<file path="src/rtl/pli_pkg.sv">
`default_nettype none
package pli_pkg;

    localparam int POINTS  = 1024;
    localparam int IDX_W   = $clog2(POINTS);
    localparam int CNT_W   = 11;
    localparam int DIVD_W  = 49;
    localparam int DIVS_W  = 33;
    localparam int PROD_W  = DIVD_W + DIVS_W;
    localparam int STEP_W  = 6;

    localparam logic [1:0] ST_OK      = 2'd0;
    localparam logic [1:0] ST_NO_BRKT = 2'd1;
    localparam logic [1:0] ST_ZERO_DX = 2'd2;

    localparam logic CMD_LOAD  = 1'b0;
    localparam logic CMD_QUERY = 1'b1;

    typedef struct packed {
        logic        cmd;
        logic [9:0]  point_index;
        logic [31:0] point_x;
        logic [31:0] point_y;
        logic [31:0] query_x;
        logic        last_query;
    } req_t;

    typedef struct packed {
        logic [31:0] interp_value;
        logic [1:0]  status;
        logic        last_result;
    } res_t;

endpackage
`default_nettype wire

</file>
<file path="src/rtl/pli_div.sv">
`default_nettype none
// Restoring divider on magnitudes, one quotient bit a cycle.
module pli_div (
    input  wire logic                        clk,
    input  wire logic                        rst_n,
    input  wire logic                        start,
    input  wire logic [pli_pkg::DIVD_W-1:0]  dividend,
    input  wire logic [pli_pkg::DIVS_W-1:0]  divisor,
    output logic                             done,
    output logic      [pli_pkg::DIVD_W-1:0]  quotient
);

    logic [pli_pkg::DIVS_W-1:0] rem_reg, rem_next;
    logic [pli_pkg::DIVD_W-1:0] quo_reg, quo_next;
    logic [pli_pkg::DIVS_W-1:0] dvs_reg, dvs_next;
    logic [pli_pkg::STEP_W-1:0] cnt_reg, cnt_next;
    logic                       run_reg, run_next;
    logic                       done_reg, done_next;
    logic [pli_pkg::DIVS_W:0]   rem_sh;
    logic [pli_pkg::DIVS_W:0]   trial;

    always_comb
    begin
        rem_next  = rem_reg;
        quo_next  = quo_reg;
        dvs_next  = dvs_reg;
        cnt_next  = cnt_reg;
        run_next  = run_reg;
        done_next = 1'b0;
        rem_sh    = {rem_reg, quo_reg[pli_pkg::DIVD_W-1]};
        trial     = rem_sh - {1'b0, dvs_reg};
        if (start)
        begin
            rem_next = '0;
            quo_next = dividend;
            dvs_next = divisor;
            cnt_next = '0;
            run_next = 1'b1;
        end
        else if (run_reg)
        begin
            if (!trial[pli_pkg::DIVS_W])
            begin
                rem_next = trial[pli_pkg::DIVS_W-1:0];
                quo_next = {quo_reg[pli_pkg::DIVD_W-2:0], 1'b1};
            end
            else
            begin
                rem_next = rem_sh[pli_pkg::DIVS_W-1:0];
                quo_next = {quo_reg[pli_pkg::DIVD_W-2:0], 1'b0};
            end
            cnt_next = cnt_reg + 1'b1;
            if (cnt_reg == pli_pkg::STEP_W'(pli_pkg::DIVD_W - 1))
            begin
                run_next  = 1'b0;
                done_next = 1'b1;
            end
        end
    end

    always_ff @(posedge clk or negedge rst_n)
    begin
        if (!rst_n)
        begin
            run_reg  <= 1'b0;
            done_reg <= 1'b0;
            cnt_reg  <= '0;
        end
        else
        begin
            run_reg  <= run_next;
            done_reg <= done_next;
            cnt_reg  <= cnt_next;
        end
    end

    always_ff @(posedge clk)
    begin
        rem_reg <= rem_next;
        quo_reg <= quo_next;
        dvs_reg <= dvs_next;
    end

    assign done     = done_reg;
    assign quotient = quo_reg;

endmodule
`default_nettype wire

</file>
<file path="config.mk">
export PLATFORM = sky130hd
export DESIGN_NAME = pli_div
export DESIGN_NICKNAME = d
export VERILOG_FILES = /design/src/rtl/pli_pkg.sv /design/src/rtl/pli_div.sv
export SDC_FILE = /design/constraint.sdc
export NUM_CORES = 1
export LEC_CHECK = 0
export BUFFER_PORTS_ARGS = -buffer_cell sky130_fd_sc_hd__buf_2
export CORE_MARGIN = 3
export CORE_UTILIZATION = 50
export CTS_CLUSTER_SIZE = 20
export DETAILED_ROUTE_END_ITERATION = 10
export PLACE_DENSITY = 0.76
export SYNTH_ARGS = -nofsm -noshare
export SYNTH_HDL_FRONTEND = slang
export SYNTH_SLANG_ARGS = --single-unit
</file>
<file path="constraint.sdc">
create_clock -name clk -period 3.02 [get_ports clk]
set_input_delay 0.906 -clock clk [delete_from_list [all_inputs] [get_ports clk]]
set_output_delay 0.906 -clock clk [all_outputs]
set_load 0.005 [all_outputs]
</file>
# == Yosys cells after proc, flatten, opt, wreduce, memory -nomap -nowiden ==
# Index checks and enable logic that the tools add are counted.
# classes
n_reduce_logical,1
add_sub_neg,2
n_eq_ne,1
mux,12
# op_table
op,count
49-bit 2-to-1 mux,2
34-bit by 33-bit subtractor with 34-bit output,1
33-bit 2-to-1 mux,1
6-bit 2-to-1 mux,2
1-bit 2-to-1 mux,7
"6-bit by 1-bit adder with 6-bit output, second input constant",1
"6-bit equality test, second input constant",1
2-bit nonzero test,1
# totals
elab_cells,22
register_bits,123
out_inout_bits,50

# == Logic depth before layout (Yosys ltp) ==
# Gate-level depths: netlist (run 1).
# depth
ltp_word,4
ltp_mapped,13
depth_no_buf,12

# == Least setup slack after synthesis (run 1) ==
# Ideal clock, no wire load.
# synth_path
path_kind,flip-flop to flip-flop
start,register quo_reg (netlist bit quotient[48])
end,register rem_reg[30] (netlist name)
t_required_ns,2.932
setup_slack_ns,0.126
period_less_slack_ns,2.894
path_stages_with_launch,13
setup_time_ns,0.088
t_arrival_ns,2.806
cell_sequence,edfxtp_1 > inv_1 > ha_1 > fa_1 > nand2b_1 > a21oi_1 > o2111ai_1 > o21ai_2 > o211a_1 > nor2_1 > and4_1 > or4_4 > a311oi_2
# synth_between
elab_chain_cells,2
# synth_lines
element,line_no,rtl
from (decl),pli_div.sv:14,"logic [pli_pkg::DIVD_W-1:0] quo_reg, quo_next;"
from (signal assigned),pli_div.sv:80,quo_reg <= quo_next;
34-bit by 33-bit subtractor with 34-bit output,pli_div.sv:31,"trial = rem_sh - {1'b0, dvs_reg};"
33-bit 2-to-1 mux,pli_div.sv:42,if (!trial[pli_pkg::DIVS_W])
to (signal assigned),pli_div.sv:79,rem_reg <= rem_next;
to (decl),pli_div.sv:13,"logic [pli_pkg::DIVS_W-1:0] rem_reg, rem_next;"
# Every way passes these cells.
# A chain may end at the register's enable or synchronous reset.

# == Final worst setup path (run 1) ==
# layout_path
start,register dvs_reg[10] (netlist name)
end,register rem_reg[30] (netlist name)
# layout_between
elab_chain_cells,2
# layout_lines
element,line_no,rtl
from (decl),pli_div.sv:15,"logic [pli_pkg::DIVS_W-1:0] dvs_reg, dvs_next;"
from (signal assigned),pli_div.sv:81,dvs_reg <= dvs_next;
34-bit by 33-bit subtractor with 34-bit output,pli_div.sv:31,
33-bit 2-to-1 mux,pli_div.sv:42,
# Every way passes these cells.

==> run summary, run 1 <==
The ratio of final minimum period to clock period is 96.80%. The initial DRC count came out at 403. The share of total power consumed by net switching is 35.08%.

The share of the synthesized area in the top cell type came out at 35.83%. In the post-synthesis netlist, the biggest area contributors are sky130_fd_sc_hd__edfxtp_1 36%, sky130_fd_sc_hd__dfxtp_1 9.6%, sky130_fd_sc_hd__mux2_2 7.9%. The maximum achievable frequency came out at between 0.3 and 0.4 GHz.

The worst reg-to-reg setup slack is 0.1 ns. The number of design rule violations left after detail routing is 0. The quantity of hold-fixing buffers added after cts is 0. The total via count after detailed routing came out at 5537.

The most critical setup path has its startpoint at dvs_reg[10]. The max-capacitance violation count came out at 0. The largest fanout of any net on the critical path is 7. Dividing total power by cell area gives a power density of 827.8 nW/um2. The number of different library cells used by synthesis comes to 64. The synthesis-to-layout area growth came out at 22.88%. STA classifies the critical path endpoint as a flop. After synthesis, the largest family of logic cells by area is compound AO/OA/AOI/OAI gates.

The core box area is 13350 um2. The warning count from the yosys run came out at 0. The worst stage delay on the critical path is 0.54 ns.

The startpoint identified for the worst register-to-register timing path is dvs_reg[10]. The post-synthesis instance area came out at between 6000 and 7000 um2. The power dissipated by switching net loads came out at 2.453 mW.

Averaged over all synthesized cells, the footprint is 10.37 um2. The initial utilization of the core area, before any placement, comes to between 50% and 60%. The count of pins over their slew limit is 0.

In the layout the commonest cells are 133 x sky130_fd_sc_hd__buf_2, 83 x sky130_fd_sc_hd__nand2_1, 82 x sky130_fd_sc_hd__edfxtp_1, 52 x sky130_fd_sc_hd__nor2_1, 48 x sky130_fd_sc_hd__mux2_2. The depth of the worst register-to-register path is 11. Excluding fillers, the count of instances in the completed layout stands at 991. The longest clock path from root to sink contains 2 buffers. The initial antenna violation count came to 1. The number of nets still failing antenna checks after routing is 0. The worst setup path is launched from a flop. TritonCTS built the clock tree.

The final critical delay including setup and external delays came out at 2.923 ns. The cell with the most instances on the worst path is sky130_fd_sc_hd__a21o_1. The number of nets produced by synthesis is 784. The number of rows in the core area is 42. The placed cell count is approximately 960.

The clock share of power came out at 28.9%. The count of buffers from port buffering is 134. In this run the number of H-tree levels came out at 4. Sequential cells account for 33.4% of the total power. The number of top-level pins is around 140.

The placer's final routability congestion estimate is 0.9354. The global-route usage over all layers is 22.63%. The die footprint came out at 15190 um2.

The share of total power in combinational logic is between 30% and 40%. The hold violation count in the final report came out at 0. The data required time of the worst path is about 3.3 ns. The number of setup violations in the final report came out at 0. The vertical die dimension is approximately 120 um.

The data arrival at the endpoint of the critical path is 3.25 ns. In this run the worst setup path terminates at rem_reg[30]. In the synthesized netlist, mux cells make up 8.174% of the area.

The worst max-slew margin expressed relative to the limit came out at 56.83%. The proportion of synthesized flip-flops having asynchronous set or reset came out at 6.504%. The leftover overflow at the end of global routing is 0. The synthesized-area fraction occupied by ao, oa, aoi and oai cells is about 16%.

The flow ran to the end, and the final reports show no timing, DRC or antenna violations. The post-detailed-route wirelength per cell came out at 16.49 um. The horizontal die dimension came out at 123.2 um. The maximum ir drop on the vdd rail came out at 405.2 uV. The first-pass GRT wire length is 27030 um.

The commonest non-fill, non-tap cell in the layout is sky130_fd_sc_hd__buf_2. The share of synthesized cell area in and, or, nand and nor gates is between 10% and 20%. The path class of the lowest-slack min-delay path is input pin to async pin. The placed wire-length estimate is between 10000 and 15000 um. In the synthesized netlist the dominant register cell turns out to be sky130_fd_sc_hd__edfxtp_1. The root buffer cell is sky130_fd_sc_hd__clkbuf_16.

The clock insertion delay at the later pin of the skew report came out at 0.42 ns. The internal power consumption is 4.539 mW. The overall power consumption is approximately 7 mW. The total clock sinks is between 100 and 150. The worst hold slack is 0.3242 ns. The number of synthesized flops with an enable pin came out at 82. The layout filler cell count is 1075. The number of global-route vias before repair was 5782. The number of inserted diodes came out at 0. The first detailed-routing pass ran for 5 iterations. The area share of fa/ha/maj cells after synthesis came out at 6.663%. The net count of the finished layout is 925. The sequential fraction of the synthesis area is around 48%. The worst setup path is of the flop to flop kind. Entering global routing, the biggest net connects 65 pins. The post-synthesis instance total came out at 663. Traced cell by cell, the critical path runs through inv_1 > ha_1 > a21o_1 > a21o_1 > a21oi_1 > o21ai_1 > o21a_1 > o21ai_2 > nand2_2 > or4_4 > a311oi_2. The worst reg2reg path endpoint is rem_reg[30]. On the critical path, the stage with the largest delay is an instance of sky130_fd_sc_hd__or4_4. Cells fill 63.27% of the core in the end. The CTS buffer count came out at 17. The setup clock skew after layout came out at 0.007161 ns. Summed over all layers, the routed wires come to around 16000 um. After clock tree synthesis, the clock-pin slew on the worst setup and hold paths is around 0.060 ns. The number of storage elements in the synthesis netlist is around 120. The synthesized design spends more area on one cell type than any other, namely sky130_fd_sc_hd__edfxtp_1. The final design instance area without fill is roughly 8400 um2. The standby leakage power came out at ~3.7 nW.

The XOR/XNOR share of the synthesized area came out at 3.186%. The number of flip-flops in the largest register is 49. Cells with a size suffix above 1 make up 31.17% of the layout. The per-cell via count in the routed design came out at approximately 5.6. For the pin with the worst max-slew slack, the measured transition is 0.6476 ns.

Once placement finished, the instance area stood at between 7000 and 8000 um2.
## final cells by class
| cell class | count | area, um2 | share of cell area (%) |
|---|---|---|---|
| Tap cell | 176 | 220.2 | 2.607 |
| Clock inverter | 11 | 147.6 | 1.748 |
| Sequential cell | 123 | 3324 | 39.36 |
| Clock buffer | 19 | 432.9 | 5.126 |
| Multi-Input combinational cell | 464 | 3303 | 39.11 |
| Timing Repair Buffer | 153 | 848.3 | 10.04 |
| Inverter | 45 | 168.9 | 2.000 |
## cells in the mapped netlist (11+ instances only)
master	count
sky130_fd_sc_hd__ha_1	35
sky130_fd_sc_hd__a21o_1	16
sky130_fd_sc_hd__nor2_1	52
sky130_fd_sc_hd__xnor2_1	12
sky130_fd_sc_hd__nand3_1	11
sky130_fd_sc_hd__clkbuf_1	21
sky130_fd_sc_hd__mux2_2	48
sky130_fd_sc_hd__a311oi_1	26
sky130_fd_sc_hd__dfxtp_1	33
sky130_fd_sc_hd__o21ai_0	14
sky130_fd_sc_hd__inv_1	45
sky130_fd_sc_hd__edfxtp_1	82
sky130_fd_sc_hd__nand2_1	83
sky130_fd_sc_hd__xor2_1	13
sky130_fd_sc_hd__a21oi_1	41
## power groups by stage
stage	clock network [mW]	registers, mW	logic [mW]
after global routing	2.13	2.37	2.93
after detailed placement	0	2.36	2.50
after floorplan	0	2.31	1.88
final	2.02	2.33	2.64
after CTS	2.05	2.33	2.57
after global placement	0	2.34	2.44
## critical path: cells and delay by family, from the launching register on
kind | cells | cell delay, ns
buf+inv | 1 | 0.04
simple gates | 2 | 0.63
compound gates | 7 | 1.47
flops | 1 | 0.32
fa+ha+maj | 1 | 0.36
## routing by layer
metal / up-vias / global-route usage [%] / share of wire (%)
met4: 2 / 9.135 / 2.4
met3: 36 / 6.587 / 5.8
met2: 162 / 38.40 / 50
li1: 2706 / - / -
met1: 2631 / 26.99 / 42
met5: - / 0 / 0.12
## metrics by stage
stage / worst slack, ns / TNS (ns)
final: 0.09657 / 0
after floorplan: 0.1261 / 0
after global routing: -0.03173 / -0.06994
after detailed placement: -0.04689 / -0.08476
after CTS: 0.03333 / 0
after global placement: 0.07236 / 0
## timing repair
item | 4_1_cts | 5_1_grt
setup buffers | 0 | 2
setup endpoints to repair | 3 | 30
cloned | 0 | 0
resized for setup | 5 | 9
pin swaps | 2 | 9
## kinds of logic (layout without fill, tap and decap cells)
kind of cell,count (synthesis),in the layout
buffers and inverters,76,228
and+or+nand+nor,196,196
muxes,50,50
xor gates and xnor gates,25,25
adders and majority gates,36,36
DFF,123,123
AOI/OAI and AO/OA,157,157
## how the worst min path moves through the flow
stage	slack, ns	from	to	cells after the start
5_1_grt	0.31	rst_n	done	1
3_3_place_gp	0.48	rem_reg[1]	rem_reg[1]	2
6_report	0.32	rst_n	cnt_reg[0]	1
3_5_place_dp	0.49	rem_reg[8]	rem_reg[9]	2
4_1_cts	0.31	rst_n	cnt_reg[1]	1
2_1_floorplan	0.46	rem_reg[1]	rem_reg[1]	2
(Power assumes the default switching activity.)
==> run 2, diff against run 1 <==
CELL_PAD_IN_SITES_DETAIL_PLACEMENT = 0   (was unset)
CELL_PAD_IN_SITES_GLOBAL_PLACEMENT = 1   (was unset)
CORE_UTILIZATION = 39   (was 50)
PLACE_DENSITY = unset   (was 0.76)
PLACE_DENSITY_LB_ADDON = 0.1   (was unset)
==> run summary, run 2 (same netlist as run 1, synthesis figures left out) <==
Outcome: complete, no violations (unchanged). The initial DRC count is 266 (was 403). The net count of the finished layout is 932 (was 925).

The pin count of the biggest net entering global routing came out at 38 (was 65). The wire length reported by the detailed router is 16960 um (was 16340 um). The final critical delay including setup and external delays is 2.876 ns (was 2.923 ns).

The placed wire-length estimate came out at 12460 um (was 11570 um). The path class of the lowest-slack min-delay path is input pin to async pin (unchanged). The slowest cell on the critical path is sky130_fd_sc_hd__or4_4 (unchanged).

The number of nets still failing antenna checks after routing came out at 0 (unchanged). The number of global-route vias before repair is 5679 (was 5782). The commonest non-fill, non-tap cell in the layout is sky130_fd_sc_hd__buf_2 (unchanged). The CTS clock-pin slew for the worst setup and hold paths is 0.06 ns (about the same). The number of top-level pins is 135 (unchanged). The vertical die dimension came out at 138.8 um (was 123.2 um).

The initial cell density of the core came to 40.58% (was 51.49%). The number of flip-flops in the largest register came out at 49 (unchanged). The placed cell count is 1010 (was 959). The clock tree from TritonCTS was yes (unchanged).

The setup clock skew after layout is 0.01992 ns (was 0.007161 ns). The share of total power in combinational logic came out at 37.5% (was 37.7%). The core box area is 16940 um2 (was 13350 um2). The internal power consumption came out at 4.596 mW (was 4.539 mW). The standby leakage power was 3.780 nW (was 3.732 nW). The global-route usage over all layers is 18.00% (was 22.63%).

The initial antenna violation count is 1 (unchanged). The proportion of power drawn by flip-flops and latches is 32.7% (was 33.4%). The data arrival at the endpoint of the critical path came out at 3.21 ns (was 3.25 ns). Setup repair after global routing could not meet its margin everywhere.

The root buffer cell was sky130_fd_sc_hd__clkbuf_16 (unchanged). The count of buffers from port buffering came to 134 (unchanged). The type of destination of the critical path is a flop (unchanged). The number of rows in the core area came out at 47 (was 42). The hold violation count in the final report came out at 0 (unchanged). The leftover overflow at the end of global routing came out at 0 (unchanged). The maximum achievable frequency is 0.3477 GHz (was 0.3421 GHz). The worst stage delay on the critical path is 0.54 ns (about the same). The utilization after layout came out at 50.74% (was 63.27%). The power density relative to cell area came to 828.5 nW/um2 (was 827.8 nW/um2). The post-layout worst setup margin is 0.1439 ns (was 0.09657 ns). The clock insertion delay at the later pin of the skew report came out at 0.43 ns (was 0.42 ns). The clock tree buffer depth is 2 (unchanged). The post-detailed-route wirelength per cell is 16.25 um (was 16.49 um).

The first element of the critical path is dvs_reg[10] (unchanged). The number of inserted diodes is 0 (unchanged). The fraction of layout cells with a size suffix above 1 is 32.40% (was 31.17%).

The horizontal die dimension came to 138.8 um (was 123.2 um). The first-pass GRT wire length came out at 28560 um (was 27030 um). The maximum ir drop on the vdd rail came out at 453.6 uV (was 405.2 uV).

The cell class contributing the biggest share of worst-path delay was compound AO/OA/AOI/OAI gates (unchanged). The setup TNS came to 0 ns (unchanged). The CTS buffer count came to 17 (unchanged). The number of buffers and inverters on the critical path came to 1 (unchanged).

The transition at the pin with the smallest max-transition slack is 0.6405 ns (was 0.6476 ns). The largest fanout of any net on the critical path came to 7 (unchanged). The count of pins over their slew limit came to 0 (unchanged). The synthesis-to-layout area growth came out at 25.03% (was 22.88%).

The per-cell via count in the routed design came out at 5.202 (was 5.587). The worst max-slew margin expressed relative to the limit is 57.30% (was 56.83%). The total clock sinks came to 123 (unchanged).

The total via count after detailed routing is 5431 (was 5537). The number of design rule violations left after detail routing came out at 0 (unchanged). The number of cells in the finished layout apart from fillers is 1044 (was 991). The clock share of power is 29.8% (was 28.9%). The ratio of final minimum period to clock period was 95.23% (was 96.80%).

Most frequent cells in the layout: 133 x sky130_fd_sc_hd__buf_2, 83 x sky130_fd_sc_hd__nand2_1, 82 x sky130_fd_sc_hd__edfxtp_1, 51 x sky130_fd_sc_hd__nor2_1, 48 x sky130_fd_sc_hd__mux2_2 (was 133 x sky130_fd_sc_hd__buf_2, 83 x sky130_fd_sc_hd__nand2_1, 82 x sky130_fd_sc_hd__edfxtp_1, 52 x sky130_fd_sc_hd__nor2_1, 48 x sky130_fd_sc_hd__mux2_2). The number of setup violations in the final report is 0 (unchanged). The max-capacitance violation count is 0 (unchanged).

The source of the worst register-to-register timing path was dvs_reg[10] (unchanged). The die footprint is 19250 um2 (was 15190 um2). The data required time of the worst path is 3.36 ns (was 3.34 ns). The category of the worst setup path launch point is a flop (unchanged). The placer's final routability congestion estimate came out at 0.8200 (was 0.9354). The start-to-end type of the worst setup path is flop to flop (unchanged). The first-pass iteration count of the detailed router is 4 (was 5). The share of total power consumed by net switching came to 35.44% (was 35.08%). The pre-CTS worst setup slack came out at -0.09739 ns (was -0.04689 ns). The power dissipated by switching net loads came out at 2.523 mW (was 2.453 mW). Worst path cell trace: inv_1 > ha_1 > a21o_1 > a21o_1 > a21oi_1 > o21ai_2 > o21a_1 > o21ai_2 > nand2_2 > or4_4 > a311oi_2 (was inv_1 > ha_1 > a21o_1 > a21o_1 > a21oi_1 > o21ai_1 > o21a_1 > o21ai_2 > nand2_2 > or4_4 > a311oi_2). The number of levels in the clock H-tree came out at 4 (unchanged).
[run 2: layout make-up]
cell class | count | area [um2]
fillers | 1590 | 8343
multi-input cells | 464 | 3332
flip-flops and latches | 123 | 3324
repair buffers | 160 | 884.6
clock buffers | 19 | 442.9
well taps | 220 | 275.3
inverters | 45 | 168.9
clock inverters | 13 | 165.2
[run 2: per-layer routing]
metal | share of wire (%) | up-vias | GRT usage, % | wire length (um)
met1 | 46 | 2571 | 22.60 | 7731
li1 | - | 2731 | - | -
met5 | 0.11 | - | 0 | 18
met2 | 48 | 107 | 30.01 | 8116
met4 | 1.4 | 2 | 4.480 | 243
met3 | 5.0 | 20 | 6.138 | 852
[run 2: worst paths after layout]
check / slack, ns / end / depth (start not counted)
setup / recovery: 0.14 / rem_reg[30] / 11
hold / removal: 0.32 / done / 1
setup reg to reg: 0.14 / rem_reg[30] / 11
hold reg to reg: 0.50 / rem_reg[11] / 2
max in group asynchronous: 2.51 / run_reg / 1
min in group clk: 0.50 / rem_reg[11] / 2
[run 2: per-stage QoR]
stage | instance area, um2 | hold slack [ns] | power [mW]
finish | 8593 | 0.3159 | 7.119
global route | 8593 | 0.3038 | 7.638
CTS | 8512 | 0.3000 | 7.132
detailed placement | 7879 | 0.4891 | 4.941
global placement | 7879 | 0.4834 | 4.926
floorplan | 6873 | 0.4587 | 4.197
[run 2: power groups by stage]
| stage | Clock, mW | Combinational [mW] | Sequential [mW] |
|---|---|---|---|
| after floorplan | 0 | 1.88 | 2.31 |
| after global placement | 0 | 2.58 | 2.35 |
| after detailed placement | 0 | 2.58 | 2.36 |
| after CTS | 2.17 | 2.63 | 2.33 |
| after global routing | 2.26 | 3.01 | 2.37 |
| final | 2.12 | 2.67 | 2.33 |
[run 2: what timing repair did]
item	4_1_cts	5_1_grt
endpoints found under the setup margin	3	33
pin swaps	3	11
hold buffers	0	0
buffers inserted	1	1
gates resized for setup	3	15
