File: config.mk
export PLATFORM = sky130hd
export DESIGN_NAME = pli_mul
export DESIGN_NICKNAME = d
export VERILOG_FILES = /design/src/rtl/pli_pkg.sv /design/src/rtl/pli_mul.sv
export SDC_FILE = /design/constraint.sdc
export NUM_CORES = 1
export LEC_CHECK = 0
export ABC_AREA = 1
export BUFFER_PORTS_ARGS = -buffer_cell sky130_fd_sc_hd__clkbuf_2
export CELL_PAD_IN_SITES_DETAIL_PLACEMENT = 1
export CELL_PAD_IN_SITES_GLOBAL_PLACEMENT = 2
export CORE_MARGIN = 1
export CORE_UTILIZATION = 35
export CTS_CLUSTER_SIZE = 10
export DETAILED_ROUTE_END_ITERATION = 6
export GPL_TIMING_DRIVEN = 0
export MAX_ROUTING_LAYER = met4
export PLACE_DENSITY = 0.89
export SYNTH_ARGS = -nofsm -noshare
export SYNTH_HDL_FRONTEND = slang
export SYNTH_SLANG_ARGS = --single-unit
File: constraint.sdc
create_clock -name clk -period 6.17 [get_ports clk]
set_input_delay 0.3085 -clock clk [delete_from_list [all_inputs] [get_ports clk]]
set_output_delay 0.3085 -clock clk [all_outputs]
set_load 0.01 [all_outputs]
File: src/rtl/pli_pkg.sv
`default_nettype none
package pli_pkg;

    localparam int POINTS  = 1024;
    localparam int IDX_W   = $clog2(POINTS);
    localparam int CNT_W   = 11;
    localparam int DIVD_W  = 49;
    localparam int DIVS_W  = 33;
    localparam int PROD_W  = DIVD_W + DIVS_W;
    localparam int STEP_W  = 6;

    localparam logic [1:0] ST_OK      = 2'd0;
    localparam logic [1:0] ST_NO_BRKT = 2'd1;
    localparam logic [1:0] ST_ZERO_DX = 2'd2;

    localparam logic CMD_LOAD  = 1'b0;
    localparam logic CMD_QUERY = 1'b1;

    typedef struct packed {
        logic        cmd;
        logic [9:0]  point_index;
        logic [31:0] point_x;
        logic [31:0] point_y;
        logic [31:0] query_x;
        logic        last_query;
    } req_t;

    typedef struct packed {
        logic [31:0] interp_value;
        logic [1:0]  status;
        logic        last_result;
    } res_t;

endpackage
`default_nettype wire

File: src/rtl/pli_mul.sv
`default_nettype none
// Shift-and-add multiplier on magnitudes, one multiplier bit a cycle.
module pli_mul (
    input  wire logic                        clk,
    input  wire logic                        rst_n,
    input  wire logic                        start,
    input  wire logic [pli_pkg::DIVS_W-1:0]  mcand,
    input  wire logic [pli_pkg::DIVD_W-1:0]  mplier,
    output logic                             done,
    output logic      [pli_pkg::PROD_W-1:0]  product
);

    logic [pli_pkg::PROD_W-1:0] acc_reg, acc_next;
    logic [pli_pkg::PROD_W-1:0] mc_reg, mc_next;
    logic [pli_pkg::DIVD_W-1:0] mp_reg, mp_next;
    logic [pli_pkg::STEP_W-1:0] cnt_reg, cnt_next;
    logic                       run_reg, run_next;
    logic                       done_reg, done_next;

    always_comb
    begin
        acc_next  = acc_reg;
        mc_next   = mc_reg;
        mp_next   = mp_reg;
        cnt_next  = cnt_reg;
        run_next  = run_reg;
        done_next = 1'b0;
        if (start)
        begin
            acc_next = '0;
            mc_next  = pli_pkg::PROD_W'(mcand);
            mp_next  = mplier;
            cnt_next = '0;
            run_next = 1'b1;
        end
        else if (run_reg)
        begin
            if (mp_reg[0])
            begin
                acc_next = acc_reg + mc_reg;
            end
            mc_next  = {mc_reg[pli_pkg::PROD_W-2:0], 1'b0};
            mp_next  = {1'b0, mp_reg[pli_pkg::DIVD_W-1:1]};
            cnt_next = cnt_reg + 1'b1;
            if (cnt_reg == pli_pkg::STEP_W'(pli_pkg::DIVD_W - 1))
            begin
                run_next  = 1'b0;
                done_next = 1'b1;
            end
        end
    end

    always_ff @(posedge clk or negedge rst_n)
    begin
        if (!rst_n)
        begin
            run_reg  <= 1'b0;
            done_reg <= 1'b0;
            cnt_reg  <= '0;
        end
        else
        begin
            run_reg  <= run_next;
            done_reg <= done_next;
            cnt_reg  <= cnt_next;
        end
    end

    always_ff @(posedge clk)
    begin
        acc_reg <= acc_next;
        mc_reg  <= mc_next;
        mp_reg  <= mp_next;
    end

    assign done    = done_reg;
    assign product = acc_reg;

endmodule
`default_nettype wire

* After elaboration in Yosys (flattened, before gate mapping) *
Index checks and enable logic that the tools add are counted.
Widths: inputs -> output; s select.

cells by class
  reductions and logical operators = 2
  add/sub/neg operators = 2
  muxes and demuxes = 12
  equality and inequality tests = 1

operator list
  kind                 number
  $mux 49              2
  $add 82x82->82       1
  $mux 33              2
  $mux 6               2
  $add 6x1->6 const B  1
  $eq 6x6->1 const B   1
  $mux 1               6
  $reduce_and 2->1     1
  $reduce_bool 2->1    1

word-level totals
  input port bits = 85
  flip-flop bits (word level) = 221
  output and inout bits = 83

* Depth between registers and ports, before layout *
Gate-level depths: netlist (run 1).

  depth in word-level cells = 4
  mapped depth = 18
  mapped depth without buffers = 18

* Worst setup path after synthesis (run 1) *
OpenSTA, ideal clock, no wires.

  kind = register -> register
  from = register run_reg
  to = register mc_reg[0] (netlist bit) (enable)
  clock period less this slack = 3.578 ns
  stages on the path, launching flop included = 5
  path slack = 2.592 ns
  arrival time = 3.099 ns
  buffers on the path = 2
  path through = dfrtp_1 -> buf_2 -> inv_1 -> nand2_1 -> buf_1

on the way
  cells in the longest elaborated chain, start to end = 1

RTL lines
  element                      RTL line       source
  start: declaration           pli_mul.sv:17  logic run_reg, run_next;
  start signal: assignment     pli_mul.sv:63  run_reg <= run_next;
  $reduce_bool 2->1 (no line)  n/a
  end signal: assignment       pli_mul.sv:72  mc_reg <= mc_next;
  end: declaration             pli_mul.sv:14  logic [pli_pkg::PROD_W-1:0] mc_reg, mc_next;

Every way passes these cells.
A chain may end at the register's enable or synchronous reset.

* Final worst setup path (run 1) *
  from = register mc_reg[0] (netlist bit)
  to = register acc_reg (netlist bit product[80])

on the way
  cells in the longest elaborated chain, start to end = 1

RTL lines
  element                 RTL line       source
  $add 82x82->82          pli_mul.sv:40  acc_next = acc_reg + mc_reg;
  end signal: assignment  pli_mul.sv:71  acc_reg <= acc_next;
  end: declaration        pli_mul.sv:13  logic [pli_pkg::PROD_W-1:0] acc_reg, acc_next;

Every way passes these cells.

==> impl_table.tex, run 1 <==
\begin{tabular}{lr}
\hline
Metric & Value \\
\hline
\multicolumn{2}{l}{\textbf{Placement}} \\
\quad Total of buffers placed on input and output ports & approximately 170 \\
\quad Placer Congestion & approximately 0.95 \\
\quad Detailed-placement wirelength estimate & 49.80 mm \\
\multicolumn{2}{l}{\textbf{Power and ir drop}} \\
\quad PwrDens & about 230 nW/um\^{}2 \\
\quad Maximum resistive drop on vdd & around 0.2 mV \\
\quad Leakage & 0.01021 uW \\
\quad Power after layout & around 4400 uW \\
\multicolumn{2}{l}{\textbf{Yosys}} \\
\quad Number of nets produced by synthesis & $\sim$2700 \\
\quad Leading area contributor after synthesis & nand2\_1 \\
\quad EDFF count, synth & 82 \\
\quad Synth Cell Area & between 15000 and 20000 sq um \\
\quad Flip-flop and latch count after synthesis & between 200 and 250 \\
\quad Average footprint of a synthesized cell & around 6.3 sq um \\
\quad Main area contributors after synthesis & nand2\_1 21\%, dfxtp\_1 16\%, edfxtp\_1 15\% \\
\quad Proportion of netlist area held by the largest area contributor & between 20\% and 30\% \\
\quad Synth Flop Type & dfxtp\_1 \\
\quad Count of mapped cells out of synthesis & roughly 2600 \\
\quad Sequential-to-total area share from yosys stat & between 30\% and 40\% \\
\quad Count of distinct cell types in the synthesized netlist & 40 \\
\quad YS warnings & 0 \\
\quad Asr flop ratio synth & $\sim$3.6\% \\
\multicolumn{2}{l}{\textbf{Die}} \\
\quad Row count & 78 \\
\quad Core Area & approximately 45000 sq um \\
\quad Chip width & 217.0 microns \\
\quad Number of placed I/O pins & around 170 \\
\quad Initial cell density of the core & 35.57\% \\
\quad Die footprint & 47080 sq um \\
\quad Die span in y & 217.0 microns \\
\multicolumn{2}{l}{\textbf{Critical path}} \\
\quad Setup CP Type & reg -> reg \\
\quad Startpoint type of the worst setup path & flop \\
\quad Highest fanout seen on the critical path & 4 \\
\quad Worst endpoint required time & 6650 ps \\
\quad Element type at the critical path end & flop \\
\quad Critical Path AT & 3380 ps \\
\quad Cell count of the worst reg-to-reg path & 17 \\
\multicolumn{2}{l}{\textbf{Routing}} \\
\quad Overall via count from detail\_route & 16490 \\
\quad WL/cell & around 18 microns \\
\quad Drc violations & 0 \\
\quad Starting DRC count in detailed routing & about 770 \\
\quad Drt first pass iters & 5 \\
\quad Number of nets with antenna violations after routing & 0 \\
\quad Via count normalized by instance count & approximately 4.8 \\
\quad Wire length after detailed routing & roughly 60 mm \\
\multicolumn{2}{l}{\textbf{STA}} \\
\quad Achievable Freq & about 0.35 GHz \\
\quad Max-slew violation total from the final report & 0 \\
\quad Layout Skew & around 32 ps \\
\quad Endpoints failing hold & 0 \\
\quad Min Hold Slack & between 15 and 20 ps \\
\quad Final critical path time including I/O delays and setup & 2898 ps \\
\quad Setup repair after global routing missed its margin & no \\
\quad Final critical-path share of the clock period & roughly 47\% \\
\quad Final setup fails & 0 \\
\quad Actual slew at the worst max-slew pin & approximately 1100 ps \\
\quad Fin Setup TNS & 0 ps \\
\quad Relative slew slack & approximately a quarter \\
\multicolumn{2}{l}{\textbf{Clocking}} \\
\quad CTS Buf Count & 29 \\
\quad Register clock-pin slew on the reported worst setup and hold paths & around 60 ps \\
\quad Cell chosen for the clock root & clkbuf\_16 \\
\quad Post-cts resize count & 0 \\
\quad Max Root-Sink Buffers & 3 \\
\quad Clock Sinks & 221 \\
\quad TritonCTS clock tree & done \\
\quad H-tree level count & 1 \\
\quad Later-pin clock latency in the skew report & roughly 600 ps \\
\multicolumn{2}{l}{\textbf{Global routing}} \\
\quad Antenna violations before repair & 0 \\
\quad Number of global-route vias before repair & about 17000 \\
\quad Global-route wire length before repair & 92.98 mm \\
\quad Largest net degree at the start of global routing & 43 \\
\quad Global-route usage over all layers & a little over a quarter \\
\quad Total overflow reported by the global router & 0 \\
\multicolumn{2}{l}{\textbf{Hold path}} \\
\quad Type of the most critical hold path & in -> reg \\
\quad Worst hold path depth & 3 \\
\multicolumn{2}{l}{\textbf{Finish}} \\
\quad Signed area change from the synthesized netlist to the final layout & 18.69\% \\
\quad Final net count & about 3000 \\
\quad Fraction of layout cells with a size suffix above 1 & between 10\% and 20\% \\
\quad Filler cell count & about 6100 \\
\multicolumn{2}{l}{\textbf{Run}} \\
\quad Reported max-cap violation count & 0 \\
\multicolumn{2}{l}{\textbf{Status}} \\
\quad Result of the run & complete, no violations \\
\hline
\end{tabular}
==> stage by stage <==
stage	instances	cell area [sq um]	util, %	setup slack [ps]
2_1_floorplan	2580	16180	-	2592
3_3_place_gp	3347	17760	39.06	890.5
3_5_place_dp	3349	17800	39.15	3303
4_1_cts	3446	19200	42.21	3264
5_1_grt	3446	19200	42.21	3141
6_report	3447	19200	42.21	3272
==> cells by family after synthesis <==
family	Yosys count	synth area share, %
buffers and inverters	562	13.12
AND/OR/NAND/NOR	1416	36.56
AO/OA/AOI/OAI	250	8.555
adder cells (fa/ha/maj)	84	6.544
flip-flops	221	32.67
XOR/XNOR	47	2.545
==> power by group <==
part | internal [uW] | leakage (uW) | switching (uW) | total [uW]
Sequential | 1630 | 0.00208 | 84.0 | 1710
Clock | 995 | 0.000452 | 671 | 1670
Combinational | 332 | 0.00768 | 645 | 977
==> final timing paths <==
path	from	end	slack, ps
setup / recovery	mc_reg[0]$_SDFFCE_PN0P_	product[80]$_SDFFE_PP0P_	3270
hold / removal	mplier[20]	mp_reg[20]$_DFFE_PP_	20
setup reg to reg	mc_reg[0]$_SDFFCE_PN0P_	product[80]$_SDFFE_PP0P_	3270
hold reg to reg	mc_reg[72]$_SDFFE_PP0P_	mc_reg[72]$_SDFFE_PP0P_	500
max in group asynchronous	rst_n	cnt_reg[2]$_DFFE_PN0P_	5820
min in group asynchronous	rst_n	cnt_reg[5]$_DFFE_PN0P_	150
==> layout by cell type, fill, tap and decap left out, drive strengths merged <==
cell type    count
xnor2            6
o21bai           8
ha              83
o211ai           1
diode            1
nand3b           1
inv            508
fa               1
nand4            7
a31oi            2
clkbuf         251
o21ai           90
nor3            14
a21o             2
nor4             4
buf             16
o22ai           47
or2              2
and2             3
a21oi           99
a21boi           1
dfxtp          131
dfrtp            8
dlygate4sd3     47
edfxtp          82
clkinv           4
xor2            41
nand2          931
nand3           91
nor2           362
bufinv           2
nor3b            1
==> routing by layer <==
metal  GRT usage, %  routed length (microns)  vias up
li1               -                        -     8333
met1          33.84                    28340     7800
met2          43.48                    28040      280
met3          2.893                     2296       79
met4          7.582                     1657        0
met5              -                        0        -
==> synth_stat cells (10+ instances only) <==
library cell,instances
nand3_1,79
o21ai_0,87
nand2_2,46
a21oi_2,11
nor2_1,301
nor2_4,13
clkbuf_1,41
nor2_2,48
a21oi_1,88
nor3_1,10
nand3_2,12
nand2_1,885
inv_1,483
xor2_1,41
ha_1,83
o22ai_1,47
buf_2,10
inv_2,23
dfxtp_1,131
edfxtp_1,82
==> what timing repair did <==
action / 4_1_cts / 5_1_grt
hold buffers: 47 / 0
endpoints found under the hold margin: 54 / 0
setup buffers: 0 / 0
==> worst max-delay path, cell delays in order, from the launching register on <==
cell	delay, ps
edfxtp_1	370
ha_1	200
inv_1	60
fa_1	440
inv_1	110
nand3_1	90
nand2_1	220
nand2_1	100
nand2_2	130
nand2_1	70
nand2_1	200
nand2_1	110
nand3_2	220
nand2_2	110
nand3_1	80
nand2_1	60
nor2_1	160
nor2_1	70
==> final cells by class <==
class | count | area (sq um) | share of cell area [%]
inverters | 507 | 1903 | 9.913
clock buffers | 43 | 818.3 | 4.262
flip-flops and latches | 221 | 5285 | 27.53
well taps | 600 | 750.7 | 3.910
multi-input cells | 1797 | 8768 | 45.67
clock inverters | 7 | 103.9 | 0.5409
diodes | 1 | 2.502 | 0.01303
plain buffers | 55 | 220.2 | 1.147
repair buffers | 216 | 1346 | 7.013
Power figures use the tool's default switching activity.
==> run 2: changes to the inputs <==
--- a/config.mk
+++ b/config.mk
@@ -10,12 +10,12 @@
 export CELL_PAD_IN_SITES_DETAIL_PLACEMENT = 1
 export CELL_PAD_IN_SITES_GLOBAL_PLACEMENT = 2
 export CORE_MARGIN = 1
-export CORE_UTILIZATION = 35
+export CORE_UTILIZATION = 29
 export CTS_CLUSTER_SIZE = 10
 export DETAILED_ROUTE_END_ITERATION = 6
 export GPL_TIMING_DRIVEN = 0
 export MAX_ROUTING_LAYER = met4
-export PLACE_DENSITY = 0.89
+export PLACE_DENSITY = 0.79
 export SYNTH_ARGS = -nofsm -noshare
 export SYNTH_HDL_FRONTEND = slang
 export SYNTH_SLANG_ARGS = --single-unit
==> constraint.sdc (replaced) <==
create_clock -name clk -period 2.65 [get_ports clk]
set_input_delay 0.1325 -clock clk [delete_from_list [all_inputs] [get_ports clk]]
set_output_delay 0.1325 -clock clk [all_outputs]
set_load 0.01 [all_outputs]
==> impl_table.tex, run 2 (synthesis gave the netlist of run 1 again) <==
\begin{tabular}{lr}
\hline
Metric & Value \\
\hline
\multicolumn{2}{l}{\textbf{Die}} \\
\quad Row count & 86 (+10\%) \\
\quad Initial cell density of the core & 29.36\% (-6.2 points) \\
\quad Core Area & 55090 sq um (+21\%) \\
\quad Number of placed I/O pins & 168 (unchanged) \\
\quad Chip width & 238.2 microns (+9.8\%) \\
\quad Die footprint & 56720 sq um (+20\%) \\
\quad Die span in y & 238.2 microns (+9.8\%) \\
\multicolumn{2}{l}{\textbf{Placement}} \\
\quad Placer Congestion & 0.9340 (-1.5\%) \\
\quad Detailed-placement wirelength estimate & 51.34 mm (+3.1\%) \\
\quad Place WS & -242.2 ps (-3546 ps) \\
\quad Total of buffers placed on input and output ports & 167 (unchanged) \\
\multicolumn{2}{l}{\textbf{Power and ir drop}} \\
\quad Sequential power share & 39.4\% (about the same) \\
\quad Switch Pwr & 3328 uW (+140\%) \\
\quad Clock share of power & 37.0\% (-1.2 points) \\
\quad Sw frac & 32.82\% (+0.69 points) \\
\quad PwrDens & 507.3 nW/um\^{}2 (+120\%) \\
\quad Leakage & 0.01044 uW (+2.2\%) \\
\quad Power after layout & 10140 uW (+130\%) \\
\quad Design internal power & 6813 uW (+130\%) \\
\quad Logic pwr share & 23.7\% (+1.3 points) \\
\quad Maximum resistive drop on vdd & 0.4222 mV (+110\%) \\
\multicolumn{2}{l}{\textbf{Routing}} \\
\quad Starting DRC count in detailed routing & 664 (-14\%) \\
\quad Met2 wire len & 29.33 mm (+4.6\%) \\
\quad Met3 Routed Length & 2.290 mm (-0.26\%) \\
\quad WL/cell & 17.20 microns (-1.7\%) \\
\quad Highest routing layer actually used & met4 \\
\quad Met1 WL & 29.12 mm (+2.8\%) \\
\quad Number of nets with antenna violations after routing & 0 (unchanged) \\
\quad Via count normalized by instance count & 4.553 (-4.8\%) \\
\quad Wire length after detailed routing & 62.65 mm (+3.8\%) \\
\quad Drt first pass iters & 5 (unchanged) \\
\quad Drc violations & 0 (unchanged) \\
\quad Overall via count from detail\_route & 16580 (+0.54\%) \\
\multicolumn{2}{l}{\textbf{Critical path}} \\
\quad Startpoint of the lowest-slack register-to-register path & mc\_reg[0]\$\_SDFFCE\_PN0P\_ \\
\quad Worst-case register-to-register setup slack & 110 ps (-3160 ps) \\
\quad Element type at the critical path end & flop \\
\quad Number of buffer and inverter instances along the worst setup path & 2 (unchanged) \\
\quad Setup CP Type & reg -> reg \\
\quad Largest stage delay on the critical path & 390 ps (-50 ps) \\
\quad Highest fanout seen on the critical path & 4 (unchanged) \\
\quad Critical Path AT & 3020 ps (-360 ps) \\
\quad Cell count of the worst reg-to-reg path & 17 (unchanged) \\
\quad Worst endpoint required time & 3130 ps (-3520 ps) \\
\quad Worst-path cell chain & ha\_2, inv\_1, fa\_2, inv\_1, nand3\_2, nand2\_2, nand2\_1, nand2\_4, nand2\_1, nand2\_2, nand2\_1, nand3\_4, nand2\_2, nand3\_1, nand2\_1, nor2\_2, nor2\_1 \\
\quad CP dominant cell by count & nand2\_1 \\
\quad WP depth & 17 (unchanged) \\
\quad Critical path's top delay family & simple AND/OR/NAND/NOR gates \\
\quad Library cell contributing the largest single delay on the critical path & fa\_2 \\
\quad Startpoint type of the worst setup path & flop \\
\quad Terminus of the critical flop-to-flop path & product[80]\$\_SDFFE\_PP0P\_ \\
\multicolumn{2}{l}{\textbf{Hold path}} \\
\quad Launch point of the worst hold path & start \\
\quad Worst hold path depth & 5 (+2) \\
\quad Hold worst-path end & product[9]\$\_SDFFE\_PP0P\_ \\
\quad Type of the most critical hold path & in -> reg \\
\multicolumn{2}{l}{\textbf{STA}} \\
\quad Final setup fails & 0 (unchanged) \\
\quad Achievable Freq & 0.3938 GHz (+14\%) \\
\quad Max-slew violation total from the final report & 0 (unchanged) \\
\quad Setup WS post-layout & 110.3 ps (-3161 ps) \\
\quad Final critical path time including I/O delays and setup & 2540 ps (-358.5 ps) \\
\quad Final critical-path share of the clock period & 95.84\% (+49 points) \\
\quad Setup repair after global routing missed its margin & yes \\
\quad Relative slew slack & 23.57\% (-2.8 points) \\
\quad Layout Skew & 35.75 ps (+3.814 ps) \\
\quad Actual slew at the worst max-slew pin & 1146 ps (+42.64 ps) \\
\quad Endpoints failing hold & 0 (unchanged) \\
\multicolumn{2}{l}{\textbf{Finish}} \\
\quad Storage element area & 5285 sq um (unchanged) \\
\quad Combined area of the multi-input logic cells & 8994 sq um (+2.6\%) \\
\quad Signed area change from the synthesized netlist to the final layout & 23.59\% \\
\quad Commonest non-fill, non-tap cells in the layout & 875 x nand2\_1, 483 x inv\_1, 289 x nor2\_1 \\
\quad Fraction of layout cells with a size suffix above 1 & 14.69\% (+1.4 points) \\
\quad Final net count & 3040 (+1.5\%) \\
\quad Filler cell count & 7290 (+19\%) \\
\quad Number of inserted diodes & 0 (-1) \\
\quad Leading cell type in the layout, fill and taps excluded & nand2\_1 \\
\multicolumn{2}{l}{\textbf{Global routing}} \\
\quad Largest net degree at the start of global routing & 49 (+14\%) \\
\quad Global-route wire length before repair & 97.83 mm (+5.2\%) \\
\quad Number of global-route vias before repair & 17360 (+2.5\%) \\
\quad Total overflow reported by the global router & 0 (unchanged) \\
\quad Global-route usage over all layers & 22.93\% (-3.4 points) \\
\quad Antenna violations before repair & 0 (unchanged) \\
\multicolumn{2}{l}{\textbf{Clocking}} \\
\quad Later-pin clock latency in the skew report & 600 ps (about the same) \\
\quad TritonCTS clock tree & done \\
\quad Cell chosen for the clock root & clkbuf\_16 \\
\quad Register clock-pin slew on the reported worst setup and hold paths & 60 ps (about the same) \\
\quad Max Root-Sink Buffers & 3 (unchanged) \\
\quad CTS Buf Count & 29 (unchanged) \\
\quad Clock Sinks & 221 (unchanged) \\
\quad H-tree level count & 1 (unchanged) \\
\multicolumn{2}{l}{\textbf{Run}} \\
\quad Reported max-cap violation count & 0 (unchanged) \\
\multicolumn{2}{l}{\textbf{Status}} \\
\quad Result of the run & complete, no violations \\
\hline
\end{tabular}
## run 2: cell types whose count changed in the layout (fill, tap and decap cells not counted), sizes merged
| cell | previous run | this run |
|---|---|---|
| clkinvlp | 0 | 2 |
| diode | 1 | 0 |
| dlygate4sd3 | 47 | 84 |
| clkbuf | 251 | 254 |
| bufinv | 2 | 1 |
| buf | 16 | 23 |
## run 2: worst register-to-register path, cell delays in order (launching register included)
cell and delay, ps:
edfxtp_1 380, ha_2 200, inv_1 60, fa_2 390
inv_1 110, nand3_2 100, nand2_2 120, nand2_1 90
nand2_4 100, nand2_1 70, nand2_2 110, nand2_1 110
nand3_4 160, nand2_2 100, nand3_1 80, nand2_1 60
nor2_2 120, nor2_1 50
## run 2: worst max-delay path by stage
stage | start | endpoint
floorplan | run_reg$_DFF_PN0_ | mc_reg[0]$_SDFFCE_PN0P_
global placement | run_reg$_DFF_PN0_ | mc_reg[31]$_DFFE_PP_
detailed placement | mc_reg[0]$_SDFFCE_PN0P_ | product[64]$_SDFFE_PP0P_
CTS | mc_reg[0]$_SDFFCE_PN0P_ | product[56]$_SDFFE_PP0P_
global route | mc_reg[0]$_SDFFCE_PN0P_ | product[66]$_SDFFE_PP0P_
finish | mc_reg[0]$_SDFFCE_PN0P_ | product[80]$_SDFFE_PP0P_
## run 2: per-stage QoR
step / TNS [ps] / instance area, sq um / hold WS [ps] / util [%] / instances
6_report: 0 / 19990 / 233.3 / 36.29 / 3642
5_1_grt: -90.75 / 19990 / 289.2 / 36.29 / 3642
4_1_cts: 0 / 19750 / 207.0 / 35.84 / 3634
3_5_place_dp: -2125 / 17980 / -0.8033 / 32.63 / 3496
3_3_place_gp: -61630 / 17950 / -9.640 / 32.59 / 3495
2_1_floorplan: 0 / 16180 / -163.1 / - / 2580
## run 2: layout make-up
type                            count  share of cell area (%)
Buffer                             55                   1.120
Multi-Input combinational cell   1797                   44.99
Timing Repair Buffer              260                   8.825
Tap cell                          748                   4.681
Clock inverter                      8                  0.4318
Inverter                          507                   9.519
Sequential cell                   221                   26.44
Clock buffer                       46                   3.999
## run 2: power by group through the flow
stage          clock network (uW)  logic, uW  registers [uW]
3_3_place_gp                    0       2190            4060
3_5_place_dp                    0       2240            4060
5_1_grt                      3990       2700            4030
6_report                     3750       2400            3990
2_1_floorplan                   0       1400            4050
4_1_cts                      3880       2350            3990
## run 2: what timing repair did
item                       4_1_cts  5_1_grt
setup endpoints to repair       22       36
hold endpoints to repair        90        0
hold buffers                    84        0
buffers inserted                 0        8
pin swaps                        0        9
gates resized for setup         12       42
## run 2: routing by layer
| layer | vias to the layer above | global-route usage [%] |
|---|---|---|
| li1 | 8426 | - |
| met3 | 77 | 2.846 |
| met1 | 7823 | 29.28 |
| met2 | 255 | 37.92 |
| met4 | 0 | 6.488 |
| met5 | - | - |
==> run 3: changes to the inputs <==
--- a/config.mk
+++ b/config.mk
@@ -10,12 +10,12 @@
 export CELL_PAD_IN_SITES_DETAIL_PLACEMENT = 1
 export CELL_PAD_IN_SITES_GLOBAL_PLACEMENT = 2
 export CORE_MARGIN = 1
-export CORE_UTILIZATION = 29
+export CORE_UTILIZATION = 35
 export CTS_CLUSTER_SIZE = 10
 export DETAILED_ROUTE_END_ITERATION = 6
 export GPL_TIMING_DRIVEN = 0
 export MAX_ROUTING_LAYER = met4
-export PLACE_DENSITY = 0.79
+export PLACE_DENSITY = 0.89
 export SYNTH_ARGS = -nofsm -noshare
 export SYNTH_HDL_FRONTEND = slang
 export SYNTH_SLANG_ARGS = --single-unit
==> constraint.sdc (replaced) <==
create_clock -name clk -period 3 [get_ports clk]
set_input_delay 0.15 -clock clk [delete_from_list [all_inputs] [get_ports clk]]
set_output_delay 0.15 -clock clk [all_outputs]
set_load 0.01 [all_outputs]
==> impl_table.tex, run 3 (synthesis gave the netlist of run 1 again) <==
\begin{tabular}{lr}
\hline
Metric & Value \\
\hline
\multicolumn{2}{l}{\textbf{Die}} \\
\quad Number of placed I/O pins & 168 (unchanged) \\
\quad Initial cell density of the core & 35.57\% (+6.2 points) \\
\quad Core Area & 45480 sq um (-17\%) \\
\quad Die footprint & 47080 sq um (-17\%) \\
\quad Row count & 78 (-9.3\%) \\
\quad Chip width & 217.0 microns (-8.9\%) \\
\quad Die span in y & 217.0 microns (-8.9\%) \\
\multicolumn{2}{l}{\textbf{STA}} \\
\quad Layout Skew & 26.44 ps (-9.307 ps) \\
\quad Relative slew slack & 21.38\% (-2.2 points) \\
\quad Setup WS post-layout & 193.4 ps (+83.11 ps) \\
\quad Actual slew at the worst max-slew pin & 1179 ps (+32.88 ps) \\
\quad Final critical-path share of the clock period & 93.55\% (-2.3 points) \\
\quad Final critical path time including I/O delays and setup & 2807 ps (+266.9 ps) \\
\quad Endpoints failing hold & 0 (unchanged) \\
\quad Setup repair after global routing missed its margin & no \\
\quad Final setup fails & 0 (unchanged) \\
\quad Achievable Freq & 0.3563 GHz (-9.5\%) \\
\quad Max-slew violation total from the final report & 0 (unchanged) \\
\multicolumn{2}{l}{\textbf{Finish}} \\
\quad Signed area change from the synthesized netlist to the final layout & 20.65\% \\
\quad Commonest non-fill, non-tap cells in the layout & 884 x nand2\_1, 483 x inv\_1, 301 x nor2\_1 \\
\quad Fraction of layout cells with a size suffix above 1 & 13.05\% (-1.6 points) \\
\quad Finished Cell Area & 19520 sq um (-2.4\%) \\
\quad Leading cell type in the layout, fill and taps excluded & nand2\_1 \\
\quad Filler-free cell count of the finished design & 3482 (-4.4\%) \\
\quad Final net count & 3031 (-0.30\%) \\
\multicolumn{2}{l}{\textbf{Critical path}} \\
\quad Library cell contributing the largest single delay on the critical path & fa\_1 \\
\quad Critical Path AT & 3280 ps (+260 ps) \\
\quad Element type at the critical path end & flop \\
\quad Setup CP Type & reg -> reg \\
\quad Worst endpoint required time & 3470 ps (+340 ps) \\
\quad Worst-path cell chain & ha\_1, inv\_1, fa\_1, inv\_1, nand3\_1, nand2\_1, nand2\_1, nand2\_2, nand2\_1, nand3\_2, nand2\_1, nand2\_2, nand2\_1, nand3\_1, nand2\_1, nor2\_1, nor2\_1 \\
\quad Number of buffer and inverter instances along the worst setup path & 2 (unchanged) \\
\quad Critical path's top delay family & simple AND/OR/NAND/NOR gates \\
\quad Largest stage delay on the critical path & 440 ps (+50 ps) \\
\quad Startpoint type of the worst setup path & flop \\
\quad Highest fanout seen on the critical path & 4 (unchanged) \\
\quad CP dominant cell by count & nand2\_1 \\
\multicolumn{2}{l}{\textbf{Placement}} \\
\quad Total of buffers placed on input and output ports & 167 (unchanged) \\
\quad Detailed-placement wirelength estimate & 49.51 mm (-3.6\%) \\
\quad Total instance count after detailed placement & 3348 (-4.2\%) \\
\quad Area after DPL & 17790 sq um (-1.0\%) \\
\quad Placer Congestion & 0.9783 (+4.7\%) \\
\quad Place WS & 157.2 ps (+399.4 ps) \\
\multicolumn{2}{l}{\textbf{Power and ir drop}} \\
\quad Leakage & 0.01033 uW (-1.0\%) \\
\quad Maximum resistive drop on vdd & 0.4696 mV (+11\%) \\
\quad Sequential power share & 40.0\% (+0.6 points) \\
\quad Switch Pwr & 2864 uW (-14\%) \\
\quad Clock share of power & 36.8\% (-0.2 points) \\
\quad PwrDens & 451.7 nW/um\^{}2 (-11\%) \\
\quad Power after layout & 8816 uW (-13\%) \\
\quad Design internal power & 5952 uW (-13\%) \\
\quad Sw frac & 32.48\% (-0.33 points) \\
\quad Logic pwr share & 23.2\% (-0.5 points) \\
\multicolumn{2}{l}{\textbf{Clocking}} \\
\quad Cell chosen for the clock root & clkbuf\_16 \\
\quad Clock Sinks & 221 (unchanged) \\
\quad CTS Buf Count & 28 (-3.4\%) \\
\quad Number of buffers inserted by post-CTS setup repair & 0 (unchanged) \\
\quad Register clock-pin slew on the reported worst setup and hold paths & 60 ps (about the same) \\
\quad H-tree level count & 1 (unchanged) \\
\quad Later-pin clock latency in the skew report & 590 ps (about the same) \\
\quad Max Root-Sink Buffers & 3 (unchanged) \\
\quad TritonCTS clock tree & done \\
\multicolumn{2}{l}{\textbf{Global routing}} \\
\quad Number of global-route vias before repair & 17330 (-0.21\%) \\
\quad Total overflow reported by the global router & 0 (unchanged) \\
\quad Global-route wire length before repair & 95.60 mm (-2.3\%) \\
\quad Antenna violations before repair & 2 (+2) \\
\quad Global-route usage over all layers & 26.83\% (+3.9 points) \\
\quad Largest net degree at the start of global routing & 54 (+10\%) \\
\multicolumn{2}{l}{\textbf{Hold path}} \\
\quad Type of the most critical hold path & in -> reg \\
\multicolumn{2}{l}{\textbf{Routing}} \\
\quad Wire length after detailed routing & 61.27 mm (-2.2\%) \\
\quad Number of nets with antenna violations after routing & 0 (unchanged) \\
\quad Drc violations & 0 (unchanged) \\
\quad Overall via count from detail\_route & 16690 (+0.66\%) \\
\quad Via count normalized by instance count & 4.793 (+5.3\%) \\
\quad Starting DRC count in detailed routing & 715 (+7.7\%) \\
\quad WL/cell & 17.60 microns (+2.3\%) \\
\quad Drt first pass iters & 4 (-1) \\
\multicolumn{2}{l}{\textbf{Status}} \\
\quad Result of the run & complete, no violations \\
\multicolumn{2}{l}{\textbf{Run}} \\
\quad Reported max-cap violation count & 0 (unchanged) \\
\hline
\end{tabular}
run 3: cell types whose count changed in the layout (fill, tap and decap cells not counted), moves of 4 or more:
| cell | change |
|---|---|
| nand2_2 | -5 |
| buf_4 | -8 |
| nor2_2 | -9 |
| nand3_4 | -4 |
| nand2_1 | +9 |
| ha_2 | -4 |
| nand3_2 | -4 |
| nand3_1 | +8 |
| ha_1 | +7 |
| nand2_4 | -4 |
| nor2_1 | +12 |
run 3: cell type report:
class / count / area, sq um
Multi-Input combinational cell: 1797 / 8778
Buffer: 55 / 222.7
Fill cell: 6168 / 25960
Timing Repair Buffer: 252 / 1704
Inverter: 507 / 1903
Clock buffer: 43 / 787.0
Antenna cell: 1 / 2.502
Sequential cell: 221 / 5285
Clock inverter: 6 / 81.33
Tap cell: 600 / 750.7
run 3: path summary, 6_finish.rpt:
| check | startpoint | end | slack, ps | cells past startpoint |
|---|---|---|---|---|
| max in group asynchronous | rst_n | cnt_reg[5]$_DFFE_PN0P_ | 2130 | 3 |
| setup reg to reg | mc_reg[0]$_SDFFCE_PN0P_ | product[72]$_SDFFE_PP0P_ | 190 | 17 |
| hold / removal | start | product[4]$_SDFFE_PP0P_ | 240 | 5 |
| hold reg to reg | mc_reg[48]$_SDFFE_PP0P_ | mc_reg[48]$_SDFFE_PP0P_ | 500 | 2 |
| setup / recovery | mc_reg[0]$_SDFFCE_PN0P_ | product[72]$_SDFFE_PP0P_ | 190 | 17 |
| min in group asynchronous | rst_n | cnt_reg[2]$_DFFE_PN0P_ | 580 | 3 |
run 3: power by group through the flow:
stage,registers [uW],clock network (uW),logic [uW]
finish,3530,3240,2050
global route,3550,3440,2290
CTS,3530,3320,2060
detailed placement,3590,0,1950
global placement,3580,0,1900
floorplan,3580,0,1240
run 3: per-layer routing:
| metal | track usage [%] | part of all wire, % |
|---|---|---|
| met1 | 34.66 | 47 |
| met2 | 45.26 | 48 |
| met3 | 2.264 | 3.0 |
| met4 | 6.385 | 2.2 |
| met5 | - | 0 |
run 3: worst register-to-register path, stage by stage, from the launching register on:
cell	delay, ps
edfxtp_1	380
ha_1	210
inv_1	60
fa_1	440
inv_1	100
nand3_1	90
nand2_1	190
nand2_1	100
nand2_2	140
nand2_1	90
nand3_2	140
nand2_1	110
nand2_2	150
nand2_1	170
nand3_1	110
nand2_1	50
nor2_1	130
nor2_1	50
run 3: per-stage QoR:
stage                     utilization [%]  hold slack (ps)  TNS [ps]
after floorplan                         -           -145.6         0
after global placement              39.07            6.375    -30680
after detailed placement            39.12            13.22         0
after CTS                           42.88            211.6         0
after global routing                42.91            269.7         0
final                               42.91            240.1         0
run 3: repair_timing:
action / 4_1_cts / 5_1_grt
setup endpoints to repair: 0 / 4
resized for setup: 0 / 2
hold buffers: 84 / 0
hold endpoints to repair: 90 / 0
